### config.mk
export PLATFORM = sky130hd
export DESIGN_NAME = midpoint_circle_rasterizer_core
export DESIGN_NICKNAME = d
export VERILOG_FILES = /design/src/sv/mcr_pkg.sv /design/src/sv/midpoint_circle_rasterizer_core.sv /design/src/sv/mcr_ctrl.sv /design/src/sv/mcr_datapath.sv
export SDC_FILE = /design/constraint.sdc
export NUM_CORES = 1
export LEC_CHECK = 0
export BUFFER_PORTS_ARGS = -buffer_cell sky130_fd_sc_hd__buf_4
export CAP_MARGIN = 20
export CELL_PAD_IN_SITES_DETAIL_PLACEMENT = 0
export CELL_PAD_IN_SITES_GLOBAL_PLACEMENT = 2
export CORE_MARGIN = 8
export CORE_UTILIZATION = 40
export CTS_CLUSTER_SIZE = 24
export DETAILED_ROUTE_END_ITERATION = 16
export PLACE_DENSITY_LB_ADDON = 0.15
export SLEW_MARGIN = 20
export SYNTH_ARGS = -nofsm -noshare
export SYNTH_HDL_FRONTEND = slang
export SYNTH_SLANG_ARGS = --single-unit
### constraint.sdc
create_clock -name clk -period 7.9 [get_ports clk]
set_clock_uncertainty 0.1 [all_clocks]
set_input_delay 1.58 -clock clk [delete_from_list [all_inputs] [get_ports clk]]
set_output_delay 1.58 -clock clk [all_outputs]
set_load 0.1 [all_outputs]
### src/sv/mcr_pkg.sv
// Shared types and constants for the midpoint circle rasterizer.
package mcr_pkg;

  localparam int unsigned CoordW = 10;
  localparam int unsigned RadW = 7;
  localparam int unsigned ColorW = 15;
  localparam int unsigned IndexW = 16;
  localparam int unsigned NumPts = 8;
  localparam int unsigned PosW = 11;
  localparam int unsigned OctW = 8;
  localparam int unsigned DecW = 12;
  localparam int unsigned StepLimit = 60;
  localparam int unsigned CntW = $clog2(StepLimit);

  typedef enum logic [1:0] {
    ST_IDLE,
    ST_INIT,
    ST_STEP
  } mcr_state_t;

  typedef struct packed {
    logic load;
    logic init;
    logic emit;
  } mcr_cmd_t;

  typedef struct packed {
    logic last;
  } mcr_sts_t;

endpackage

### src/sv/midpoint_circle_rasterizer_core.sv
// Top level of the midpoint circle rasterizer: controller, datapath and ports.
// One request (centre, radius, colour) produces one result per step of the
// midpoint circle recurrence: about r/sqrt(2) + 2 results for radius r, at
// most 60. After acceptance the block forms the row bases (a multiply by the
// screen width) in its setup state, then emits one result per cycle into its
// output register while the receiver does not stall. The next request is
// accepted once the final result has entered the output register, even if it
// still waits.
module midpoint_circle_rasterizer_core
  import mcr_pkg::*;
#(
  parameter int unsigned SCREEN_W   = 240,
  parameter int unsigned SCREEN_H   = 160,
  parameter int unsigned MAX_RADIUS = 80
) (
  input  logic                     clk,
  input  logic                     rst,
  input  logic                     in_valid,
  output logic                     in_stall,
  input  logic signed [CoordW-1:0] center_x,
  input  logic signed [CoordW-1:0] center_y,
  input  logic        [RadW-1:0]   radius,
  input  logic        [ColorW-1:0] pen_color,
  output logic                     out_valid,
  input  logic                     out_stall,
  output logic        [IndexW-1:0] index_px_py,
  output logic        [IndexW-1:0] index_nx_py,
  output logic        [IndexW-1:0] index_px_ny,
  output logic        [IndexW-1:0] index_nx_ny,
  output logic        [IndexW-1:0] index_py_px,
  output logic        [IndexW-1:0] index_ny_px,
  output logic        [IndexW-1:0] index_py_nx,
  output logic        [IndexW-1:0] index_ny_nx,
  output logic        [NumPts-1:0] on_screen_mask,
  output logic        [ColorW-1:0] pixel_color,
  output logic                     last_of_circle
);

  mcr_cmd_t          cmd;
  mcr_sts_t          sts;
  logic [IndexW-1:0] index [NumPts];

  mcr_ctrl u_ctrl (
    .clk       (clk),
    .rst       (rst),
    .in_valid  (in_valid),
    .in_stall  (in_stall),
    .out_valid (out_valid),
    .out_stall (out_stall),
    .cmd       (cmd),
    .sts       (sts)
  );

  mcr_datapath #(
    .SCREEN_W   (SCREEN_W),
    .SCREEN_H   (SCREEN_H),
    .MAX_RADIUS (MAX_RADIUS)
  ) u_datapath (
    .clk            (clk),
    .rst            (rst),
    .cmd            (cmd),
    .sts            (sts),
    .center_x       (center_x),
    .center_y       (center_y),
    .radius         (radius),
    .pen_color      (pen_color),
    .index          (index),
    .on_screen_mask (on_screen_mask),
    .pixel_color    (pixel_color),
    .last_of_circle (last_of_circle)
  );

  assign index_px_py = index[0];
  assign index_nx_py = index[1];
  assign index_px_ny = index[2];
  assign index_nx_ny = index[3];
  assign index_py_px = index[4];
  assign index_ny_px = index[5];
  assign index_py_nx = index[6];
  assign index_ny_nx = index[7];

endmodule

### src/sv/mcr_ctrl.sv
// Controller state machine for the midpoint circle rasterizer.
module mcr_ctrl
  import mcr_pkg::*;
(
  input  logic     clk,
  input  logic     rst,
  input  logic     in_valid,
  output logic     in_stall,
  output logic     out_valid,
  input  logic     out_stall,
  output mcr_cmd_t cmd,
  input  mcr_sts_t sts
);

  mcr_state_t state;
  mcr_state_t state_next;
  logic       out_valid_next;

  always_ff @(posedge clk) begin
    if (rst) begin
      state     <= ST_IDLE;
      out_valid <= 1'b0;
    end else begin
      state     <= state_next;
      out_valid <= out_valid_next;
    end
  end

  always_comb begin
    state_next     = state;
    in_stall       = 1'b1;
    cmd            = '0;
    out_valid_next = out_valid && out_stall;
    case (state)
      ST_IDLE: begin
        in_stall = 1'b0;
        if (in_valid) begin
          cmd.load   = 1'b1;
          state_next = ST_INIT;
        end
      end
      ST_INIT: begin
        cmd.init   = 1'b1;
        state_next = ST_STEP;
      end
      ST_STEP: begin
        if (!out_valid || !out_stall) begin
          cmd.emit       = 1'b1;
          out_valid_next = 1'b1;
          if (sts.last) begin
            state_next = ST_IDLE;
          end
        end
      end
      default: begin
        state_next = ST_IDLE;
      end
    endcase
  end

  a_emit_free: assert property (@(posedge clk) disable iff (rst)
    cmd.emit |-> (!out_valid || !out_stall))
    else $error("Result loaded while the output register still held an item.");

  a_last_ends: assert property (@(posedge clk) disable iff (rst)
    (cmd.emit && sts.last) |=> (state == ST_IDLE))
    else $error("Controller did not return to idle after the final result.");

  a_init_step: assert property (@(posedge clk) disable iff (rst)
    cmd.load |=> ##1 (state == ST_STEP))
    else $error("Setup did not lead into stepping.");

endmodule

### src/sv/mcr_datapath.sv
// Datapath: midpoint recurrence, incremental row bases and output register.
module mcr_datapath
  import mcr_pkg::*;
#(
  parameter int unsigned SCREEN_W   = 240,
  parameter int unsigned SCREEN_H   = 160,
  parameter int unsigned MAX_RADIUS = 80
) (
  input  logic                      clk,
  input  logic                      rst,
  input  mcr_cmd_t                  cmd,
  output mcr_sts_t                  sts,
  input  logic signed [CoordW-1:0]  center_x,
  input  logic signed [CoordW-1:0]  center_y,
  input  logic        [RadW-1:0]    radius,
  input  logic        [ColorW-1:0]  pen_color,
  output logic        [IndexW-1:0]  index [NumPts],
  output logic        [NumPts-1:0]  on_screen_mask,
  output logic        [ColorW-1:0]  pixel_color,
  output logic                      last_of_circle
);

  localparam int unsigned BaseW = PosW + $clog2(SCREEN_W) + 1;
  localparam logic signed [BaseW-1:0] WStep = BaseW'(SCREEN_W);
  localparam logic [PosW:0] WLim = (PosW + 1)'(SCREEN_W);
  localparam logic [PosW:0] HLim = (PosW + 1)'(SCREEN_H);
  localparam logic [RadW-1:0] RadMax = RadW'(MAX_RADIUS);

  logic signed [OctW-1:0]  x;
  logic signed [OctW-1:0]  y;
  logic signed [DecW-1:0]  d;
  logic        [CntW-1:0]  cnt;
  logic        [ColorW-1:0] color;
  logic signed [PosW-1:0]  cpx, cnx, cpy, cny;
  logic signed [PosW-1:0]  rpy, rny, rpx, rnx;
  logic signed [BaseW-1:0] bpy, bny, bpx, bnx;

  logic        [RadW-1:0]  r_sat;
  logic signed [PosW-1:0]  r_ext;
  logic signed [PosW-1:0]  col_pt  [NumPts];
  logic signed [PosW-1:0]  row_pt  [NumPts];
  logic signed [BaseW-1:0] base_pt [NumPts];
  logic        [IndexW-1:0] index_next [NumPts];
  logic        [NumPts-1:0] mask_next;
  logic signed [BaseW-1:0] sum_pt  [NumPts];
  logic signed [OctW:0]    diff;
  logic signed [DecW-1:0]  d_next;
  logic                    step_y;

  assign r_sat = (radius > RadMax) ? RadMax : radius;
  assign r_ext = $signed({{(PosW - RadW){1'b0}}, r_sat});

  assign sts.last = (y < x) || (cnt == CntW'(StepLimit - 1));

  assign step_y = (d > 0);
  assign diff   = (OctW + 1)'(x) - (OctW + 1)'(y) + (OctW + 1)'(1);

  always_comb begin
    if (step_y) begin
      d_next = d + (DecW'(diff) <<< 2) + DecW'(10);
    end else begin
      d_next = d + (DecW'(x) <<< 2) + DecW'(6);
    end
  end

  always_comb begin
    col_pt[0] = cpx; row_pt[0] = rpy; base_pt[0] = bpy;
    col_pt[1] = cnx; row_pt[1] = rpy; base_pt[1] = bpy;
    col_pt[2] = cpx; row_pt[2] = rny; base_pt[2] = bny;
    col_pt[3] = cnx; row_pt[3] = rny; base_pt[3] = bny;
    col_pt[4] = cpy; row_pt[4] = rpx; base_pt[4] = bpx;
    col_pt[5] = cny; row_pt[5] = rpx; base_pt[5] = bpx;
    col_pt[6] = cpy; row_pt[6] = rnx; base_pt[6] = bnx;
    col_pt[7] = cny; row_pt[7] = rnx; base_pt[7] = bnx;
    for (int i = 0; i < NumPts; i++) begin
      sum_pt[i] = base_pt[i] + BaseW'(col_pt[i]);
      mask_next[i] = !col_pt[i][PosW-1] && !row_pt[i][PosW-1]
                     && ((PosW + 1)'(col_pt[i][PosW-2:0]) < WLim)
                     && ((PosW + 1)'(row_pt[i][PosW-2:0]) < HLim);
      index_next[i] = mask_next[i] ? sum_pt[i][IndexW-1:0] : '0;
    end
  end

  always_ff @(posedge clk) begin
    if (rst) begin
      cnt <= '0;
    end else if (cmd.load) begin
      cnt <= '0;
    end else if (cmd.emit) begin
      cnt <= cnt + CntW'(1);
    end
  end

  always_ff @(posedge clk) begin
    if (cmd.load) begin
      x     <= '0;
      y     <= $signed({{(OctW - RadW){1'b0}}, r_sat});
      d     <= DecW'(3) - (DecW'(r_sat) <<< 1);
      color <= pen_color;
      cpx   <= PosW'(center_x);
      cnx   <= PosW'(center_x);
      cpy   <= PosW'(center_x) + r_ext;
      cny   <= PosW'(center_x) - r_ext;
      rpx   <= PosW'(center_y);
      rnx   <= PosW'(center_y);
      rpy   <= PosW'(center_y) + r_ext;
      rny   <= PosW'(center_y) - r_ext;
    end else if (cmd.init) begin
      bpy <= BaseW'(rpy) * WStep;
      bny <= BaseW'(rny) * WStep;
      bpx <= BaseW'(rpx) * WStep;
      bnx <= BaseW'(rpx) * WStep;
    end else if (cmd.emit) begin
      x   <= x + OctW'(1);
      d   <= d_next;
      cpx <= cpx + PosW'(1);
      cnx <= cnx - PosW'(1);
      rpx <= rpx + PosW'(1);
      rnx <= rnx - PosW'(1);
      bpx <= bpx + WStep;
      bnx <= bnx - WStep;
      if (step_y) begin
        y   <= y - OctW'(1);
        cpy <= cpy - PosW'(1);
        cny <= cny + PosW'(1);
        rpy <= rpy - PosW'(1);
        rny <= rny + PosW'(1);
        bpy <= bpy - WStep;
        bny <= bny + WStep;
      end
    end
  end

  always_ff @(posedge clk) begin
    if (cmd.emit) begin
      index          <= index_next;
      on_screen_mask <= mask_next;
      pixel_color    <= color;
      last_of_circle <= sts.last;
    end
  end

  a_cnt_bound: assert property (@(posedge clk) disable iff (rst)
    cnt <= CntW'(StepLimit - 1))
    else $error("Step count ran past the step limit.");

  a_last_at_limit: assert property (@(posedge clk) disable iff (rst)
    (cmd.emit && cnt == CntW'(StepLimit - 1)) |=> last_of_circle)
    else $error("Result at the step limit was not marked as final.");

  a_x_steps: assert property (@(posedge clk) disable iff (rst)
    (cmd.emit && !cmd.load) |=> (x == $past(x) + OctW'(1)))
    else $error("Column offset did not advance on a step.");

endmodule
==> results of run 1 <==
-- area by class of cell --
cell class	instances	area, µm²
Tap cell	782	978
Clock inverter	34	352
Sequential cell	339	10000
Fill cell	5744	32100
Inverter	229	865
Clock buffer	46	1110
Timing Repair Buffer	208	1560
Multi-Input combinational cell	1731	13100
-- sequential cells by signal (all words and copies together) (netlist names), 2 cells and up --
| name | cells |
|---|---|
| u_datapath.bnx | 12 |
| u_datapath.rny | 11 |
| u_datapath.bpy | 12 |
| u_datapath.pixel_color | 15 |
| u_datapath.cnx | 11 |
| u_datapath.cpx | 11 |
| u_datapath.cny | 11 |
| u_datapath.bny | 12 |
| u_datapath.cnt | 6 |
| u_datapath.y | 8 |
| u_datapath.index | 128 |
| u_ctrl.state | 2 |
| u_datapath.d | 11 |
| u_datapath.bpx | 12 |
| u_datapath.rnx | 11 |
| u_datapath.x | 8 |
| u_datapath.rpy | 11 |
| u_datapath.on_screen_mask | 8 |
| u_datapath.color | 15 |
| u_datapath.cpy | 11 |
| u_datapath.rpx | 11 |
-- through the flow --
stage | setup WS (ns) | util | hold slack, ns | cells | total power (µW)
detailed placement | 2.94 | 0.441 | 0.305 | 3289 | 6300
global route | 3.26 | 0.466 | 0.327 | 3369 | 8950
global placement | 2.98 | 0.441 | 0.300 | 3289 | 6260
finish | 3.55 | 0.466 | 0.316 | 3369 | 8300
floorplan | 1.78 | - | 0.300 | 2352 | 5410
CTS | 3.57 | 0.466 | 0.319 | 3369 | 8380
-- layout by cell type (no fill, tap or decap), drive strengths merged, types with 13 or more instances in the layout --
cell      n
edfxtp  321
ha      264
inv     230
nor2    224
buf     208
xnor2   178
a21oi   167
nand2   154
o21ai   132
xor2     99
fa       62
nor3     54
clkbuf   46
a21o     43
nor2b    37
and3     33
nand2b   27
nand3    25
o21bai   25
or3      24
clkinv   22
and2     19
dfxtp    18
nand4    17
a31oi    17
a211oi   14
o21a     13
-- per-layer routing --
metal | wire (µm) | up-vias | track usage
met5 | 13 | - | 0
met4 | 1230 | 2 | 0.0408
met3 | 3210 | 78 | 0.0329
met2 | 28300 | 333 | 0.293
met1 | 32300 | 8383 | 0.272
li1 | - | 8637 | -
-- logic make-up after synthesis --
group                      share of synthesized area
buffers and inverters                         0.0440
AOI/OAI and AO/OA                              0.122
muxes                                        0.00332
xor gates and xnor gates                       0.101
DFF                                            0.415
adders and majority gates                      0.189
and+or+nand+nor                                0.126
-- report_power, final --
| group | internal [µW] | switching, µW |
|---|---|---|
| Combinational | 1580 | 2190 |
| Sequential | 2240 | 258 |
| Clock | 1220 | 817 |
-- critical path, stage by stage --
cell       delay, ns
buf_4           0.11
or3_1           0.42
o21a_1          0.19
o21ai_1         0.23
nand2_1         0.25
inv_1           0.26
fa_1            0.25
inv_1           0.05
a21o_1          0.17
a21oi_1         0.24
o21bai_1        0.13
a2111oi_2       0.41
xnor2_1         0.17
o21ai_0         0.09
-- path summary, 6_finish.rpt --
| kind | end | slack [ns] | cells past startpoint |
|---|---|---|---|
| max | u_datapath.cny[8]$_DFFE_PP_ | 3.55 | 14 |
| min | u_datapath.pixel_color[14]$_DFFE_PP_ | 0.32 | 0 |
| max reg2reg | u_datapath.d[11]$_DFFE_PP_ | 3.61 | 20 |
| min reg2reg | u_datapath.pixel_color[14]$_DFFE_PP_ | 0.32 | 0 |
==> reports/qor.txt, run 1 <==
Outcome = finished, final reports clean
Most frequent cell after synthesis = edfxtp_1
GRT Total Usage = 0.188
Initial antenna violation count = 1
Yosys cell types = 64
Crit-path max FO = 6
Post-synth ARST share = 0
CP startpoint = radius[1]
Critical path type = in -> reg
PwrDens = 297 nW/µm²
Area contributors post-synth = edfxtp_1, ha_1, xnor2_1
Vias per Instance = 5.17
RSZ-0062 raised after global routing = false
Max cap viols = 0
Die area = 68,400 µm²
Post-synth net total = 2,724
1st-iter DRT viols = 966
Share of the synthesized area in the top cell type = 0.400
First-pass GRT wire length = 101 mm
FMAX = 230 MHz
Placed inst area = 26,500 µm²
Maximum VDD drop = 0.000163 V
Post-route design area = 27,900 µm²
Clock root cell = clkbuf_16
Pleak = 0.0117 µW
Post-CTS Hold Fix Bufs = 0
CP Data Required Time = 8.09 ns
Synth area leader = edfxtp_1
Clock Latency Late Sink = 0.58 ns
Gr ovfl total = 0
Final worst path period share = 0.551
Via count = 17,400
Top_reg_cell synth = edfxtp_1
Initial Utilization = 0.402
PortBufs = 199
H-tree Lvls = 2
Final setup vio count = 0
Io pins = 200
Crit Reg-Reg Startpoint = u_datapath.x[1]$_SDFFE_PP0P_
TritonRoute pass-1 iters = 5
Antenna diodes = 0
Worst endpoint data arrival time = 4.55 ns
DP HPWL = 50.3 mm
Fin crit period = 4.35 ns
Post-synthesis cell area = 24,100 µm²
Sinks on Clock Net = 339
CTS tree = built
Share of the yosys chip area belonging to registers = 0.415
Worst hold path type = reg -> reg
Max clock buf depth = 3
Relative slew slack = 0.356
Hold violation count in the final report = 0
Total CTS buffers = 43
Die W = 261 µm
Post-synth EDFFs = 321
Postcts setup bufs = 0
Share of layout cells above drive strength 1 = 0.122
Cell Rows = 90
DR DRC count = 0
Final Max Slew Viols = 0
Routed length per instance = 19.3 µm
DRT Wirelength = 65.0 mm
Post_cts resized = 0
Placer Congestion = 0.827
Clock-pin slew on the worst setup and hold paths = 0.06 ns
Hold path startpoint = u_datapath.color[14]$_DFFE_PP_
Synthesis Warnings = 0
Setup_tns = 0 ns
Tightest Pin Transition = 0.967 ns
Yosys reg bits = 339
Layout Nets = 2,924
Most frequent cells after synthesis = edfxtp_1, ha_1, inv_1, nor2_1, xnor2_1
Mean Syn Cell Area = 10.2 µm²
Crit. End Element = flip-flop
Area grow syn2layout = 15.9%
Die H = 261 µm
Core ar. = 60,000 µm²
Mapped Cells = 2,352
Antenna viol nets, final = 0
Vias in the first global route = 17,800
CP Launch Type = input pin
Pin count of the biggest net entering global routing = 98
Power figures use the tool's default switching activity.
==> inputs of run 2 (changes only) <==
--- a/config.mk
+++ b/config.mk
@@ -10,7 +10,7 @@
 export CELL_PAD_IN_SITES_DETAIL_PLACEMENT = 0
 export CELL_PAD_IN_SITES_GLOBAL_PLACEMENT = 2
 export CORE_MARGIN = 8
-export CORE_UTILIZATION = 40
+export CORE_UTILIZATION = 36
 export CTS_CLUSTER_SIZE = 24
 export DETAILED_ROUTE_END_ITERATION = 16
 export PLACE_DENSITY_LB_ADDON = 0.15
==> constraint.sdc (replaced) <==
create_clock -name clk -period 3.6 [get_ports clk]
set_clock_uncertainty 0.1 [all_clocks]
set_input_delay 0.72 -clock clk [delete_from_list [all_inputs] [get_ports clk]]
set_output_delay 0.72 -clock clk [all_outputs]
set_load 0.1 [all_outputs]
==> run 2 against run 1 <==
Against the previous run:
- the run now ends with setup timing left
- critical path type is now reg -> reg
- utilization down 1.6 points
- global-route usage down 0.94 points
- register-to-register slack worse by 3.7 ns
- clock-buffer cell count up 7
==> reports/qor.txt, run 2 (synthesis gave the netlist of run 1 again) <==
Sinks on Clock Net = 339 (unchanged)
Critical path type = reg -> reg (was in -> reg)
Top Registers = u_datapath.index x128, u_datapath.color x15, u_datapath.pixel_color x15 (unchanged)
Layout Nets = 3,085 (was 2,924)
Vias per Instance = 4.94 (was 5.17)
RSZ-0062 raised after global routing = true (was false)
Clock root cell = clkbuf_16 (unchanged)
Final worst path period share = 1.03
Worst endpoint data arrival time = 3.90 ns (was 4.55 ns)
Maximum VDD drop = 0.000461 V (was 0.000163 V)
Fin cells = 3,627 (was 3,369)
R2R Setup Slk = -0.11 ns (was 3.61 ns)
Relative slew slack = 0.368 (was 0.356)
Placer Congestion = 0.851 (was 0.827)
Outcome = finished, violations left (was finished, final reports clean)
Initial Utilization = 0.362 (was 0.402)
Initial antenna violation count = 9 (was 1)
Failing checks = setup timing
CP Launch Type = flip-flop (was input pin)
Worst hold path type = in -> reg (was reg -> reg)
H-tree Lvls = 2 (unchanged)
Most frequent cells in the layout = buf_4, edfxtp_1, ha_1 (was edfxtp_1, ha_1, inv_1)
Hold violation count in the final report = 0 (unchanged)
Placed inst area = 27,800 µm² (was 26,500 µm²)
PwrDens = 689 nW/µm² (was 297 nW/µm²)
Via count = 17,900 (was 17,400)
Pleak = 0.0127 µW (was 0.0117 µW)
Post-layout util = 0.450 (was 0.466)
Final setup vio count = 5 (was 0)
Area grow syn2layout = 24.5% (was 15.9%)
PortBufs = 199 (unchanged)
DRT Wirelength = 67.9 mm (was 65.0 mm)
Max reg flops = 128 (unchanged)
Final Max Slew Viols = 0 (unchanged)
1st-iter DRT viols = 1,024 (was 966)
Max cap viols = 0 (unchanged)
Routed length per instance = 18.7 µm (was 19.3 µm)
Cell Rows = 95 (was 90)
Antenna viol nets, final = 0 (unchanged)
Die H = 275 µm (was 261 µm)
GRT Total Usage = 0.179 (was 0.188)
Die W = 275 µm (was 261 µm)
CP Data Required Time = 3.79 ns (was 8.09 ns)
Pin count of the biggest net entering global routing = 93 (was 98)
Most flops, register = u_datapath.index (unchanged)
Core ar. = 66,700 µm² (was 60,000 µm²)
Crit. End Element = flip-flop (unchanged)
Gr ovfl total = 0 (unchanged)
Clock Latency Late Sink = 0.58 ns (about the same)
Crit-path max FO = 2 (was 6)
Die area = 75,500 µm² (was 68,400 µm²)
Share of layout cells above drive strength 1 = 0.206 (was 0.122)
DP HPWL = 53.5 mm (was 50.3 mm)
Fillers = 6,414 (was 5,744)
FMAX = 270 MHz
DR DRC count = 0 (unchanged)
Vias in the first global route = 18,300 (was 17,800)
Worst setup margin = -0.107 ns (was 3.55 ns)
Total CTS buffers = 44 (was 43)
Max clock buf depth = 3 (unchanged)
TritonRoute pass-1 iters = 5 (unchanged)
Clock-pin slew on the worst setup and hold paths = 0.06 ns (about the same)
First-pass GRT wire length = 106 mm (was 101 mm)
Fin crit period = 3.71 ns
Post-route design area = 30,000 µm² (was 27,900 µm²)
Io pins = 200 (unchanged)
Dpl cells = 3,526 (was 3,289)
Commonest non-fill, non-tap cell in the layout = buf_4 (was edfxtp_1)
CTS tree = built (unchanged)
Tightest Pin Transition = 0.948 ns (was 0.967 ns)
run 2: final cells by class:
cell class | count | area, µm² | area share
Multi-Input combinational cell | 1731 | 13600 | 0.454
Sequential cell | 339 | 10000 | 0.333
Timing Repair Buffer | 368 | 2830 | 0.0942
Clock buffer | 53 | 1180 | 0.0392
Tap cell | 873 | 1090 | 0.0364
Inverter | 229 | 865 | 0.0288
Clock inverter | 29 | 424 | 0.0141
Antenna cell | 5 | 12.5 | 0.000417
run 2: routing by layer:
layer | global-route usage | part of all wire | up-vias
met1 | 0.246 | 0.48 | 8561
met4 | 0.0445 | 0.022 | 8
li1 | - | - | 8965
met3 | 0.0363 | 0.050 | 84
met5 | 0 | 0.00081 | -
met2 | 0.287 | 0.45 | 306
run 2: final timing paths:
path                            startpoint                                   to  cells after the start
max            u_datapath.rpx[2]$_DFFE_PP_         u_datapath.bpx[14]$_DFFE_PP_                     14
min                          pen_color[13]       u_datapath.color[13]$_DFFE_PP_                      1
max reg2reg    u_datapath.rpx[2]$_DFFE_PP_         u_datapath.bpx[14]$_DFFE_PP_                     14
min reg2reg  u_datapath.color[0]$_DFFE_PP_  u_datapath.pixel_color[0]$_DFFE_PP_                      0
run 2: timing repair:
item                                    CTS  global route
hold buffers                              0             0
endpoints found under the setup margin   20            22
setup buffers                             3            12
pin swaps                                42            66
gates resized for setup                  42            58
endpoints found under the hold margin     0             0
run 2: metrics by stage:
step	total power [µW]	setup slack, ns	hold WS (ns)	setup TNS, ns
after floorplan	11900	0.00663	0.300	0
after global placement	14700	-0.174	0.301	-2.68
after detailed placement	14800	-0.215	0.305	-3.96
after CTS	20300	-0.206	0.167	-0.270
after global routing	22200	-0.267	0.174	-1.82
final	20700	-0.107	0.219	-0.366
run 2: where the power goes:
part	total, µW	internal, µW	switching (µW)
combinational	10400	4790	5590
clock	4870	3060	1810
sequential	5430	4920	507
total	20700	12800	7910
run 2: critical path, stage by stage (launching register included):
cell and delay, ns:
edfxtp_1 0.41, ha_1 0.31, inv_2 0.04, fa_1 0.47, fa_1 0.53, inv_2 0.05
ha_4 0.21, nor2b_4 0.12, o21a_1 0.20, o21ai_2 0.19, a21oi_2 0.08, or3_4 0.37
a21oi_2 0.15, buf_4 0.17, a21oi_2 0.03
==> inputs of run 3 (changes only) <==
--- a/config.mk
+++ b/config.mk
@@ -10,7 +10,7 @@
 export CELL_PAD_IN_SITES_DETAIL_PLACEMENT = 0
 export CELL_PAD_IN_SITES_GLOBAL_PLACEMENT = 2
 export CORE_MARGIN = 8
-export CORE_UTILIZATION = 36
+export CORE_UTILIZATION = 43
 export CTS_CLUSTER_SIZE = 24
 export DETAILED_ROUTE_END_ITERATION = 16
 export PLACE_DENSITY_LB_ADDON = 0.15
==> constraint.sdc (replaced) <==
create_clock -name clk -period 4.75 [get_ports clk]
set_clock_uncertainty 0.1 [all_clocks]
set_input_delay 0.95 -clock clk [delete_from_list [all_inputs] [get_ports clk]]
set_output_delay 0.95 -clock clk [all_outputs]
set_load 0.1 [all_outputs]
==> run 3 against run 2 <==
Against the previous run:
- the flow now finishes without violations
- non-clock buffer count is 155 lower
- sequential cell count unchanged
- global-route usage increased by 1.5 points
- hold slack improved by 0.093 ns
- critical path depth is 1 higher
- final area decreased by 6.8%
- routed wire length fell by 7.0%
- sequential power decreased by 24%
- clock power is 30% lower
- combinational power is 40% lower
- critical path type unchanged
- largest cell class unchanged
==> reports/qor.txt, run 3 (synthesis gave the netlist of run 1 again) <==
Outcome = finished, final reports clean (was finished, violations left)
Core ar. = 55,300 µm² (was 66,700 µm²)
Postcts setup bufs = 0 (was 3)
GRT Total Usage = 0.194 (was 0.179)
Die W = 253 µm (was 275 µm)
M2 GR Usage = 0.312 (was 0.287)
Io pins = 200 (unchanged)
Clock root cell = clkbuf_16 (unchanged)
Most frequent cells in the layout = edfxtp_1, ha_1, inv_1 (was buf_4, edfxtp_1, ha_1)
Routed length per instance = 18.9 µm (was 18.7 µm)
Post_cts resized = 0 (was 42)
Crit. End Element = flip-flop (unchanged)
RSZ-0062 raised after global routing = false (was true)
Slowest cell on crit path = edfxtp_1 (was fa_1)
Grt met3 use = 0.0398 (was 0.0363)
Vias in the first global route = 17,600 (was 18,300)
Max clock buf depth = 3 (unchanged)
Share of layout cells above drive strength 1 = 0.122 (was 0.206)
1st-iter DRT viols = 1,044 (was 1,024)
Die area = 63,900 µm² (was 75,500 µm²)
Post-layout util = 0.506 (was 0.450)
Multi-input gate area = 13,100 µm² (was 13,600 µm²)
Fin crit period = 4.19 ns (was 3.71 ns)
Cell internal pwr = 8460 µW (was 12,800 µW)
Fillers = 5,233 (was 6,414)
Critical Path Max Stage Delay = 0.43 ns (was 0.53 ns)
Final setup vio count = 0 (was 5)
Critical path type = reg -> reg (unchanged)
Pleak = 0.0118 µW (was 0.0127 µW)
TritonRoute pass-1 iters = 5 (unchanged)
Final worst path period share = 0.882 (was 1.03)
DRT Wirelength = 63.2 mm (was 67.9 mm)
Layout Nets = 2,928 (was 3,085)
Worst endpoint data arrival time = 4.38 ns (was 3.90 ns)
Gr ovfl total = 0 (unchanged)
Family with the most delay on the worst path = adder cells (unchanged)
FMAX = 239 MHz (was 270 MHz)
PortBufs = 199 (unchanged)
DP HPWL = 49.5 mm (was 53.5 mm)
Critical path cell sequence = inv_1 -> ha_1 -> ha_1 -> a2111o_1 -> o21ai_0 -> xnor2_1 -> ha_1 -> ha_1 -> nand2_1 -> nor4_1 -> nor2_1 -> a211oi_1 -> xnor2_1 -> mux2i_1 -> o21ai_1 (was ha_1 -> inv_2 -> fa_1 -> fa_1 -> inv_2 -> ha_4 -> nor2b_4 -> o21a_1 -> o21ai_2 -> a21oi_2 -> or3_4 -> a21oi_2 -> buf_4 -> a21oi_2)
GR Util met1 = 0.266 (was 0.246)
Via count = 17,300 (was 17,900)
Clk pwr share = 0.248 (was 0.236)
Setup_tns = 0 ns (was -0.366 ns)
Top Registers = u_datapath.index x128, u_datapath.color x15, u_datapath.pixel_color x15 (unchanged)
Clock Latency Late Sink = 0.56 ns (was 0.58 ns)
Dpl cells = 3,260 (was 3,526)
Worst hold path type = reg -> reg (was in -> reg)
Most used cell, CP = ha_1 (was a21oi_2)
Antenna viol nets, final = 0 (unchanged)
Sequential cell area = 10000 µm² (was 10,000 µm²)
Switching share of power = 0.388 (was 0.383)
H-tree Lvls = 2 (unchanged)
Cell Rows = 86 (was 95)
Total CTS buffers = 42 (was 44)
Die H = 253 µm (was 275 µm)
Fin cells = 3,343 (was 3,627)
Final Max Slew Viols = 0 (unchanged)
Max reg flops = 128 (unchanged)
Logic pwr share = 0.453 (was 0.502)
Tightest Pin Transition = 0.915 ns (was 0.948 ns)
Design Power = 13,800 µW (was 20,700 µW)
Most flops, register = u_datapath.index (unchanged)
Area grow syn2layout = 16.0% (was 24.5%)
CP Buf/Inv Count = 1 (was 3)
Post-CTS Hold Fix Bufs = 0 (unchanged)
Initial Utilization = 0.436 (was 0.362)
Commonest non-fill, non-tap cell in the layout = edfxtp_1 (was buf_4)
Place WS = 0.378 ns (was -0.215 ns)
Flop pwr share = 0.299 (was 0.263)
CTS tree = built (unchanged)
Gr busiest metal = met2 (unchanged)
Relative slew slack = 0.387 (was 0.368)
CP Launch Type = flip-flop (unchanged)
Vias per Instance = 5.18 (was 4.94)
Hold violation count in the final report = 0 (unchanged)
PwrDens = 495 nW/µm² (was 689 nW/µm²)
Placer Congestion = 0.846 (was 0.851)
Sinks on Clock Net = 339 (unchanged)
CP Data Required Time = 4.94 ns (was 3.79 ns)
Crit-path max FO = 6 (was 2)
Net Sw Power = 5370 µW (was 7910 µW)
Worst setup margin = 0.563 ns (was -0.107 ns)
Clock-pin slew on the worst setup and hold paths = 0.07 ns (was 0.06 ns)
Initial antenna violation count = 7 (was 9)
DR DRC count = 0 (unchanged)
Maximum VDD drop = 0.000262 V (was 0.000461 V)
Max cap viols = 0 (unchanged)
First-pass GRT wire length = 98.5 mm (was 106 mm)
Pin count of the biggest net entering global routing = 121 (was 93)
run 3: cell count changes in the layout (fill, tap and decap cells not counted), sizes merged:
cell	delta
clkinvlp	+1
clkbuf	-4
clkinv	-2
diode	+1
inv	+2
bufinv	-2
buf	-155
run 3: final timing paths:
kind                                                    start                                   to  slack, ns  depth (start not counted)
worst max-delay path                u_datapath.y[3]$_DFFE_PP_           u_datapath.d[11]$_DFFE_PP_       0.56                         15
worst min-delay path            u_datapath.color[9]$_DFFE_PP_  u_datapath.pixel_color[9]$_DFFE_PP_       0.31                          0
worst max register to register      u_datapath.y[3]$_DFFE_PP_           u_datapath.d[11]$_DFFE_PP_       0.56                         15
worst min register to register  u_datapath.color[9]$_DFFE_PP_  u_datapath.pixel_color[9]$_DFFE_PP_       0.31                          0
run 3: stage by stage:
step           area (µm²)  hold slack [ns]
4_1_cts             28000            0.316
5_1_grt             28000            0.322
2_1_floorplan       24100            0.300
3_3_place_gp        26500            0.301
3_5_place_dp        26500            0.305
6_report            28000            0.312
run 3: worst reg2reg max path: stages, from the launching register on:
cell	delay, ns
edfxtp_1	0.43
inv_1	0.12
ha_1	0.27
ha_1	0.35
a2111o_1	0.40
o21ai_0	0.36
xnor2_1	0.20
ha_1	0.27
ha_1	0.39
nand2_1	0.10
nor4_1	0.27
nor2_1	0.09
a211oi_1	0.26
xnor2_1	0.10
mux2i_1	0.13
o21ai_1	0.07
run 3: power groups by stage:
| stage | sequential, µW | combinational (µW) | clock (µW) |
|---|---|---|---|
| 2_1_floorplan | 4380 | 4610 | 0 |
| 3_3_place_gp | 4180 | 6220 | 0 |
| 3_5_place_dp | 4190 | 6280 | 0 |
| 4_1_cts | 4130 | 6330 | 3520 |
| 5_1_grt | 4180 | 7080 | 3620 |
| 6_report | 4130 | 6270 | 3430 |
run 3: layer usage:
metal	share of wire	routed length, µm
met4	0.024	1490
met2	0.45	28400
met1	0.47	29900
met3	0.053	3350
met5	0.00021	13
run 3: area by class of cell:
type	instances	area share
antenna	6	0.000537
timing repair buffer	213	0.0576
tap	748	0.0335
clock buffer	49	0.0393
clock inverter	28	0.0132
inverter	229	0.0309
multi-input combinational	1731	0.468
sequential	339	0.358
